**src/hdl/word_graph_euler_path_check_assert.svh**
```systemverilog
// Assertion macros shared by the word graph Euler path checker.
// Depends on nothing; included by the modules that carry assertions.
`ifndef WORD_GRAPH_EULER_PATH_CHECK_ASSERT_SVH
`define WORD_GRAPH_EULER_PATH_CHECK_ASSERT_SVH
`ifndef SYNTHESIS
`define WGE_ASSERT(label, clk, rst_n, prop, msg) \
	label: assert property (@(posedge clk) disable iff (!rst_n) prop) else $error(msg);
`define WGE_ASSERT_RST(label, clk, prop, msg) \
	label: assert property (@(posedge clk) prop) else $error(msg);
`else
`define WGE_ASSERT(label, clk, rst_n, prop, msg)
`define WGE_ASSERT_RST(label, clk, prop, msg)
`endif
`endif

```
**src/hdl/wgepc_pkg.sv**
```systemverilog
// Types, constants and helpers for the word graph Euler path checker.
// Depends on nothing; imported by every module of the block.
package wgepc_pkg;
	localparam int unsigned MaxNodesDef = 4096;
	localparam int unsigned AlphabetDef = 26;
	localparam int unsigned MaxWordsDef = 1024;
	localparam int unsigned MaxWordLenDef = 10;
	localparam int unsigned LetterBits = 5;
	localparam int unsigned WordBits = 50;
	localparam int unsigned CountBits = 11;

	localparam logic FUNC_ADD = 1'b0;
	localparam logic FUNC_QUERY = 1'b1;

	typedef enum logic [1:0] {
		ST_OK = 2'd0,
		ST_NODE_FULL = 2'd1,
		ST_WORD_FULL = 2'd2,
		ST_BAD = 2'd3
	} status_t;

	typedef struct packed {
		logic func;
		logic [WordBits-1:0] word_a;
		logic [3:0] len_a;
		logic [WordBits-1:0] word_b;
		logic [3:0] len_b;
	} in_item_t;

	typedef struct packed {
		logic [1:0] status;
		logic possible;
		logic [CountBits-1:0] odd_words;
		logic [CountBits-1:0] word_count;
		logic [CountBits-1:0] components;
	} out_item_t;

	// Classified command handed from the front part to the back part.
	typedef struct packed {
		logic query;
		logic bad;
		logic [WordBits-1:0] word_a;
		logic [3:0] len_a;
		logic [WordBits-1:0] word_b;
		logic [3:0] len_b;
	} cmd_t;

	typedef enum logic [4:0] {
		S_IDLE,
		S_CLEAR,
		S_WSTART,
		S_WRD,
		S_WCHK,
		S_WNEXT,
		S_NEED,
		S_NEED2,
		S_TOUCHA,
		S_TOUCHB,
		S_TOUCHB2,
		S_FIND,
		S_FINDCHK,
		S_COMP,
		S_COMPCHK,
		S_LINK,
		S_EMIT
	} bstate_t;
endpackage

```
**src/hdl/wgepc_front.sv**
```systemverilog
// Front part: classifies each item, checks letters and lengths, queues commands.
// Depends on wgepc_pkg.
module wgepc_front
	import wgepc_pkg::*;
#(
	parameter int unsigned ALPHABET = AlphabetDef,
	parameter int unsigned MAX_WORD_LEN = MaxWordLenDef
) (
	input logic clk,
	input logic arst_n,
	input logic push,
	output logic full,
	input in_item_t in_item,
	output logic cmd_valid,
	input logic cmd_take,
	output cmd_t cmd
);
	localparam int unsigned Depth = 2;

	cmd_t fifo_q [Depth];
	logic wr_ptr_q, rd_ptr_q;
	logic [1:0] cnt_q;
	cmd_t c;

	function automatic logic word_bad(logic [WordBits-1:0] w, logic [3:0] l);
		logic b;
		b = (l == 4'd0) || (32'(l) > MAX_WORD_LEN);
		for (int i = 0; i < int'(WordBits / LetterBits); i++) begin
			if (i < int'(l) && 32'(w[i*LetterBits +: LetterBits]) >= ALPHABET)
				b = 1'b1;
		end
		return b;
	endfunction

	always_comb begin
		c.query = (in_item.func == FUNC_QUERY);
		c.bad = !c.query && (word_bad(in_item.word_a, in_item.len_a) ||
			word_bad(in_item.word_b, in_item.len_b));
		c.word_a = in_item.word_a;
		c.len_a = in_item.len_a;
		c.word_b = in_item.word_b;
		c.len_b = in_item.len_b;
	end

	assign full = (cnt_q == 2'(Depth));
	assign cmd_valid = (cnt_q != 2'd0);
	assign cmd = fifo_q[rd_ptr_q];

	always_ff @(posedge clk) begin
		if (push && !full)
			fifo_q[wr_ptr_q] <= c;
	end

	always_ff @(posedge clk or negedge arst_n) begin
		if (!arst_n) begin
			wr_ptr_q <= 1'b0;
			rd_ptr_q <= 1'b0;
			cnt_q <= 2'd0;
		end else begin
			if (push && !full)
				wr_ptr_q <= !wr_ptr_q;
			if (cmd_take && cmd_valid)
				rd_ptr_q <= !rd_ptr_q;
			cnt_q <= cnt_q + 2'(push && !full) - 2'(cmd_take && cmd_valid);
		end
	end
endmodule

```
**config.mk**
```make
export PLATFORM = sky130hd
export DESIGN_NAME = wgepc_front
export DESIGN_NICKNAME = d
export VERILOG_FILES = /design/src/hdl/word_graph_euler_path_check_assert.svh /design/src/hdl/wgepc_pkg.sv /design/src/hdl/wgepc_front.sv
export SDC_FILE = /design/constraint.sdc
export NUM_CORES = 1
export LEC_CHECK = 0
export BUFFER_PORTS_ARGS = -buffer_cell sky130_fd_sc_hd__buf_2
export CAP_MARGIN = 20
export CORE_ASPECT_RATIO = 1.1
export CORE_UTILIZATION = 52
export CTS_CLUSTER_DIAMETER = 200
export DETAILED_ROUTE_END_ITERATION = 10
export PLACE_DENSITY = 0.9
export SLEW_MARGIN = 20
export SYNTH_ARGS = -nofsm -noshare
export SYNTH_HDL_FRONTEND = slang
export SYNTH_SLANG_ARGS = --single-unit
export TNS_END_PERCENT = 50
```
**constraint.sdc**
```tcl
create_clock -name clk -period 6.64 [get_ports clk]
set_input_delay 0 -clock clk [delete_from_list [all_inputs] [get_ports clk]]
set_output_delay 0 -clock clk [all_outputs]
set_load 0.01 [all_outputs]
```
==> Word level (Yosys, flattened, before mapping) <==
Memory sizes are Yosys's and may differ from the RTL's.
Index checks and enable logic that the tools add are counted.
{ "classes": {"n_addsub": 2, "n_lt_le_gt_ge": 42, "n_eq_ne": 1, "n_mux": 22, "reduce_logical": 33} }
{ "ops": {"columns": ["cell", "n"], "rows": [
  ["$ge A5 B5 Y1 const B", 20],
  ["$lt A3 B4 Y1 const A", 8],
  ["$logic_and A1 B1 Y1", 23],
  ["$mux W1", 22],
  ["$lt A1 B4 Y1 const A", 4],
  ["$lt A2 B4 Y1 const A", 4],
  ["$lt A4 B4 Y1 const A", 4],
  ["$gt A4 B4 Y1 const B", 2],
  ["$logic_not A4 Y1", 2],
  ["$logic_not A1 Y1", 4],
  ["$logic_or A1 B1 Y1", 3],
  ["$add A2 B1 Y2", 1],
  ["$eq A2 B2 Y1 const B", 1],
  ["$reduce_bool A2 Y1", 1],
  ["$sub A2 B1 Y2", 1]
]} }
{ "word_totals": {"ff_bits": 4, "mem_bits_rw": 220, "mem_count": 1} }
{ "memory_table": {"columns": ["memory", "words", "width", "read_ports", "rd_clocked_by_memory_dff", "write_ports", "line", "rtl"], "rows": [
  ["fifo_q", 2, 110, 1, 0, 1, "wgepc_front.sv:20", "cmd_t fifo_q [Depth];"]
]} }

==> Depth between registers and ports, before layout <==
Gate-level depths: netlist (run 1).
{ "logic_depth": {"word_depth": 14, "mapped_depth": 7, "depth_no_buf": 7} }

==> Worst setup path after synthesis (run 1) <==
Ideal clock, no wire load.
{ "synth_timing": {"kind": "register to register", "start": "register cnt_q[1]", "end": "memory fifo_q[0][0] (netlist name), enable pin", "setup_ns": 0.580, "arrival_time_ns": 5.164, "slack_ns": 0.896, "stages_incl_launch_ff": 4, "path_buffers": 0, "path_cell_list": "dfrtp_1 -> nand2b_1 -> nand2_1 -> nor2_1"} }
{ "synth_via": {"elab_chain_len": 5} }
{ "synth_lines": {"columns": ["item", "line", "rtl"], "rows": [
  ["start, declared", "wgepc_front.sv:22", "logic [1:0] cnt_q;"],
  ["start signal, assigned", "wgepc_front.sv:64", "cnt_q <= cnt_q + 2'(push && !full) - 2'(cmd_take && cmd_valid);"],
  ["$eq A2 B2 Y1", "wgepc_front.sv:45", "assign full = (cnt_q == 2'(Depth));"],
  ["$logic_not A1 Y1", "wgepc_front.sv:50", "if (push && !full)"],
  ["$logic_and A1 B1 Y1", "wgepc_front.sv:50", null],
  ["$mux W1", "wgepc_front.sv:50", null],
  ["$mux W1 (not written as such)", "wgepc_front.sv:51", "fifo_q[wr_ptr_q] <= c;"],
  ["end, declared", "wgepc_front.sv:20", null]
]} }
No other way between the ends.

==> out/qor.yml, run 1 <==
clk_pin_slew_ns: 0.06
core_area_um2: 15800
tns_ns: 0
clockPowerShare: 0.247
power.density_nw_per_um2: 391
first_iter_violations: 312
gr-usage-all-layers: 0.233
setup_viol: 0
skew_ns: 0.00989
ant_nets: 0
finalCriticalPeriod_ns: 2.79
fin_area_um2: 11600
grt_pass1_vias: 5579
ys_ff_latch: 224
synth_fp_nets: 527
r2r_start: "cnt_q[1]"
timing_worst_setup_path_type: "flop to output port"
die_height_um: 136
combPwrFrac: 0.294
cp.arrival_ns: 2.79
nets: 879
ioPinCount: 225
avgSynthCellArea_um2: 20.6
place.port_buffers: 224
status: "completed"
maxCapViolCount: 0
numCtsBuffers: 22
synth_seq_area_share: 0.791
die-area_um2: 16800
clk-insertion-delay-late_ns: 0.49
synthToLayoutAreaGrowth_pct: 37.0
regToRegSetupSlack_ns: 4.23
r2r_cells: 3
gp_congestion: 0.767
clockRootBuffer: "clkbuf_16"
dp_hpwl_um: 11600
tightestPinTransition_ns: 0.816
final_common_cell: "buf_2"
yosys_warnings: 0
relSlewSlack: 0.456
cp-end-kind: "output port"
post-cts-setup-buffer-count: 0
fill_cells: 917
whs_path_depth: 2
routed_wl_um: 19700
p_switching_w: 0.00134
rsz0062_at_grt: "false"
fp.dieW_um: 124
peakVddDrop_mv: 0.357
maxSlewViolCount: 0
clock_path_buffers: 3
crit_path_start: "rd_ptr_q"
dr_total_vias: 5228
pwr-share-seq: 0.459
remaining_drc_errors: 0
yosysUniqueCellTypes: 32
reg2reg_to: "fifo_q[1][14]"
final_cells: 981
p_sw_frac: 0.295
hold_start: "in_item[63]"
overflow: 0
synth_area_um2: 8470
hp-class: "input port to flop"
grt_max_degree: 60
timing_hold_violations_final: 0
post-route-util: 0.735
startpoint_type: "flop"
drt_first_pass_iters: 4
hold_end: "fifo_q[1][63]"
initial_core_util: 0.537
critical_path.max_fanout: 59
place_inst: 827
tritoncts: "yes"
leakagePower_nw: 4.39
wl_per_cell_um: 20.1
ctsHtreeMaxLevel: 1
fin_crit_sh: 0.420
rows: 48
placed_area_um2: 9830
vias_per_cell: 5.33
layout_common_cells: "buf_2, edfxtp_1, dlygate4sd3_1"
netlist_instances: 412
crit_required_ns: 6.64
grt_pass1_wl_um: 29100
antenna_found_initial: 1
cts.sinks: 224
p_int_w: 0.00320
fmax_mhz: 359
drive_gt1_frac: 0.476
-- critical path: stages (launching register included) --
cell and delay [ns]:
dfrtp_4 0.88, buf_4 0.72, mux2_2 0.43, buf_2 0.15
-- synth_stat cells --
cell,count,share of area
o2111a_1,1,0.0013
o2111ai_1,2,0.0021
or2_2,1,0.00074
o21a_1,2,0.0018
o31ai_1,2,0.0018
xor2_1,1,0.0010
buf_2,12,0.0071
nor2_1,3,0.0013
and3_1,2,0.0015
maj3_2,1,0.0013
o41ai_2,1,0.0019
inv_1,2,0.00089
a21oi_1,5,0.0030
a21boi_0,1,0.00089
nor3_1,6,0.0035
and2_1,1,0.00074
a41oi_1,1,0.0010
nand3_1,1,0.00059
o211a_1,4,0.0047
ha_1,2,0.0030
o211ai_1,14,0.012
edfxtp_1,220,0.78
o41ai_1,1,0.0010
nand2_1,1,0.00044
o22ai_1,2,0.0015
nand2b_1,1,0.00074
xnor2_1,3,0.0031
mux2_2,110,0.15
o21ai_0,3,0.0018
dfrtp_1,4,0.012
clkbuf_2,1,0.00059
or3_1,1,0.00074
-- layout make-up --
class,instances,area [µm²],area share
multi-input cells,173,1710,0.147
clock buffers,26,587,0.0505
repair buffers,341,2280,0.197
well taps,200,250,0.0216
clock inverters,14,63.8,0.00550
flip-flops and latches,224,6710,0.578
diodes,1,2.50,0.000216
inverters,2,7.51,0.000647
-- power groups by stage --
stage	registers (W)	clock network, W	logic, W
2_1_floorplan	0.00205	0	0.000847
3_3_place_gp	0.00208	0	0.00124
3_5_place_dp	0.00211	0	0.00127
4_1_cts	0.00208	0.00113	0.00133
5_1_grt	0.00211	0.00119	0.00144
6_report	0.00208	0.00112	0.00133
-- timing repair --
item,CTS,global route
resized for setup,0,0
hold buffers,113,0
endpoints found under the hold margin,226,0
-- sequential cells by signal (all words and copies together) (netlist names) --
register,flops
wr_ptr_q,1
cnt_q,2
fifo_q,220
rd_ptr_q,1
-- worst max-delay path by stage --
stage,cells past startpoint,end,slack (ns)
2_1_floorplan,3,fifo_q[0][0],0.90
3_3_place_gp,3,fifo_q[1][14],4.31
3_5_place_dp,3,fifo_q[1][77],4.22
4_1_cts,3,cmd[103],3.87
5_1_grt,3,cmd[103],3.74
6_report,3,cmd[103],3.85
-- metrics by stage --
step / setup WS [ns] / total power [W] / hold slack, ns
after CTS: 3.87 / 0.00454 / 0.225
after global placement: 4.31 / 0.00331 / -0.196
final: 3.85 / 0.00453 / 0.233
after global routing: 3.74 / 0.00473 / 0.221
after detailed placement: 4.22 / 0.00337 / -0.191
after floorplan: 0.896 / 0.00290 / -0.296
-- per-layer routing --
layer  up-vias  global-route usage  part of all wire
met1      2591               0.258              0.37
li1       2386                   -                 -
met4         0              0.0850             0.027
met2       206               0.436              0.54
met3        45              0.0449             0.060
met5         -                   0                 0
-- logic make-up (layout without fill, tap and decap cells) --
family          Yosys count  after routing  synth area share
compound gates           39             39            0.0351
xor+xnor                  4              4           0.00413
fa+ha+maj                 3              3           0.00428
buf+inv                  15            383           0.00856
flops                   224            224             0.791
mux                     110            110             0.146
other cells               0              1                 0
simple gates             17             17            0.0103
No activity file was read; power rests on OpenSTA's default activity.
==> run 2: changes to the inputs <==
--- a/config.mk
+++ b/config.mk
@@ -8,10 +8,10 @@
 export BUFFER_PORTS_ARGS = -buffer_cell sky130_fd_sc_hd__buf_2
 export CAP_MARGIN = 20
 export CORE_ASPECT_RATIO = 1.1
-export CORE_UTILIZATION = 52
+export CORE_UTILIZATION = 47
 export CTS_CLUSTER_DIAMETER = 200
 export DETAILED_ROUTE_END_ITERATION = 10
-export PLACE_DENSITY = 0.9
+export PLACE_DENSITY = 0.86
 export SLEW_MARGIN = 20
 export SYNTH_ARGS = -nofsm -noshare
 export SYNTH_HDL_FRONTEND = slang
==> constraint.sdc (replaced) <==
create_clock -name clk -period 2.23 [get_ports clk]
set_input_delay 0 -clock clk [delete_from_list [all_inputs] [get_ports clk]]
set_output_delay 0 -clock clk [all_outputs]
set_load 0.01 [all_outputs]
==> run 2 against run 1 <==
Critical path type unchanged. Setup slack lost 3.7 ns. Largest cell class unchanged. Final cell count grew 4.2%. Highest routed layer unchanged. Non-clock buffer count grew 6. Clock-buffer cell count grew 2. Sequential power grew to 2.9 times the previous value. Register-to-register slack lost 3.8 ns. Combinational power grew to 3.2 times the previous value. Sequential cell count is the same. Final area grew 1.9%.
==> out/qor.yml, run 2 (synthesis gave the netlist of run 1 again) <==
maxCapViolCount: 0  # unchanged
r2r_cells: 7  # +4
gr-usage-all-layers: 0.203  # -0.0299
cp.arrival_ns: 2.09  # -0.70 ns
setup_viol: 0  # unchanged
maxSlewViolCount: 0  # unchanged
fin_area_um2: 11800  # +1.9%
clock_path_buffers: 3  # unchanged
post-cts-setup-buffer-count: 0  # unchanged
die_height_um: 143  # +5.1%
rsz0062_at_grt: "false"
combPwrFrac: 0.304  # +0.010
tns_ns: 0  # unchanged
grt_most_used_layer: "met2"
dr_total_vias: 5184  # -0.84%
initial_core_util: 0.479  # -0.0571
place_ws_ns: 0.456  # -3.77 ns
use_met1: 0.216  # -0.0423
rows: 51  # +6.3%
grt_pass1_vias: 5519  # -1.1%
final_common_cell: "buf_2"
grt_pass1_wl_um: 28300  # -2.8%
clk_pin_slew_ns: 0.06  # about the same
tritoncts: "yes"
fill_cells: 1163  # +27%
wl_per_cell_um: 18.7  # -6.7%
hold_end: "fifo_q[0][4]"
place.port_buffers: 224  # unchanged
leakagePower_nw: 4.46  # +1.6%
multi_input_area_um2: 1710  # +0.15%
r2r_start: "cnt_q[1]"
nets: 885  # +0.68%
tightestPinTransition_ns: 0.530  # -0.286 ns
largest_register_ff_count: 220  # unchanged
fmax_mhz: 480
p_switching_w: 0.00395  # +200%
seq_area_um2: 6710  # unchanged
layout_common_cells: "buf_2, edfxtp_1, dlygate4sd3_1"
ant_nets: 0  # unchanged
regToRegSetupSlack_ns: 0.45  # -3.78 ns
relSlewSlack: 0.647  # +0.191
timing_hold_violations_final: 0  # unchanged
clockPowerShare: 0.255  # +0.008
hp-class: "input port to flop"
cp-end-kind: "output port"
overflow: 0  # unchanged
vias_per_cell: 5.07  # -4.8%
ioPinCount: 225  # unchanged
fin_crit_sh: 0.935
whs_path_depth: 2  # unchanged
startpoint_type: "flop"
reg2reg_to: "cnt_q[1]"
fp.dieW_um: 130  # +5.1%
synthToLayoutAreaGrowth_pct: 39.6
clk-insertion-delay-late_ns: 0.49  # about the same
antenna_found_initial: 0  # -1
crit_family: "flip-flops"
critical_path.max_fanout: 33  # -44%
finalCriticalPeriod_ns: 2.09
drive_gt1_frac: 0.483  # +0.00712
place_inst: 871  # +5.3%
core_area_um2: 17700  # +12%
pwr-share-seq: 0.441  # -0.018
power.density_nw_per_um2: 1170  # +200%
hold_start: "in_item[4]"
grt_max_degree: 62  # +3.3%
ctsHtreeMaxLevel: 1  # unchanged
met2_usage: 0.384  # -0.0520
die-area_um2: 18600  # +10%
numCtsBuffers: 22  # unchanged
skew_ns: 0.00653  # -0.00336 ns
first_iter_violations: 244  # -22%
grt_use_met3: 0.0435  # -0.00142
slowest_stage: "dfrtp_4"
cts.sinks: 224  # unchanged
regMostFlops: "fifo_q"
timing_worst_setup_path_type: "flop to output port"
crit_path_cell_trace: "buf_4 -> mux2_2 -> buf_2"
routed_wl_um: 19200  # -2.8%
cpPeakStageDelay_ns: 0.77  # -0.11 ns
cp.depth: 3  # unchanged
remaining_drc_errors: 0  # unchanged
peakVddDrop_mv: 0.840  # +130%
placed_area_um2: 10000  # +1.9%
largestRegisters: "fifo_q (220), cnt_q (2)"
drt_first_pass_iters: 5  # +1
dp_hpwl_um: 11600  # +0.33%
fin_ws_ns: 0.145  # -3.71 ns
p_int_w: 0.00991  # +210%
crit_required_ns: 2.23  # -4.41 ns
status: "completed"
gp_congestion: 0.745  # -2.9%
clockRootBuffer: "clkbuf_16"
power_w: 0.0139  # +210%
final_cells: 1022  # +4.2%
crit_buf_inv: 2  # unchanged
p_sw_frac: 0.285  # -0.0102
## run 2: power by group through the flow
stage          sequential, W  clock, W  combinational (W)
2_1_floorplan        0.00602         0            0.00253
3_3_place_gp         0.00612         0            0.00397
3_5_place_dp         0.00619         0            0.00406
4_1_cts              0.00611   0.00360            0.00425
5_1_grt              0.00619   0.00378            0.00453
6_report             0.00611   0.00354            0.00421
## run 2: metal layers
metal,vias up,wire (µm)
met2,185,10400
met1,2559,7070
li1,2388,-
met3,52,1050
met5,-,0
met4,0,631
## run 2: worst max-delay path by stage
stage                        start           end  slack, ns
after floorplan           cnt_q[1]  fifo_q[0][0]      -0.42
after global placement    cnt_q[1]      cnt_q[1]       0.51
after detailed placement  cnt_q[1]      cnt_q[1]       0.46
after CTS                 rd_ptr_q      cmd[108]       0.11
after global routing      rd_ptr_q      cmd[108]       0.07
final                     rd_ptr_q      cmd[108]       0.14
## run 2: metrics by stage
stage | utilization | hold WS, ns
after detailed placement | 0.566 | -0.191
after CTS | 0.669 | 0.211
after global routing | 0.669 | 0.227
after global placement | 0.566 | -0.194
final | 0.669 | 0.239
after floorplan | - | -0.296
## run 2: area by class of cell
cell class / instances / share of cell area
diodes: 1 / 0.000212
inverters: 2 / 0.000635
repair buffers: 347 / 0.204
well taps: 238 / 0.0252
flip-flops and latches: 224 / 0.567
clock inverters: 9 / 0.00783
multi-input cells: 173 / 0.145
clock buffers: 28 / 0.0502
## run 2: repair_timing
item,in CTS,in global routing
gates resized for setup,0,0
hold endpoints to repair,226,0
hold buffers,113,0
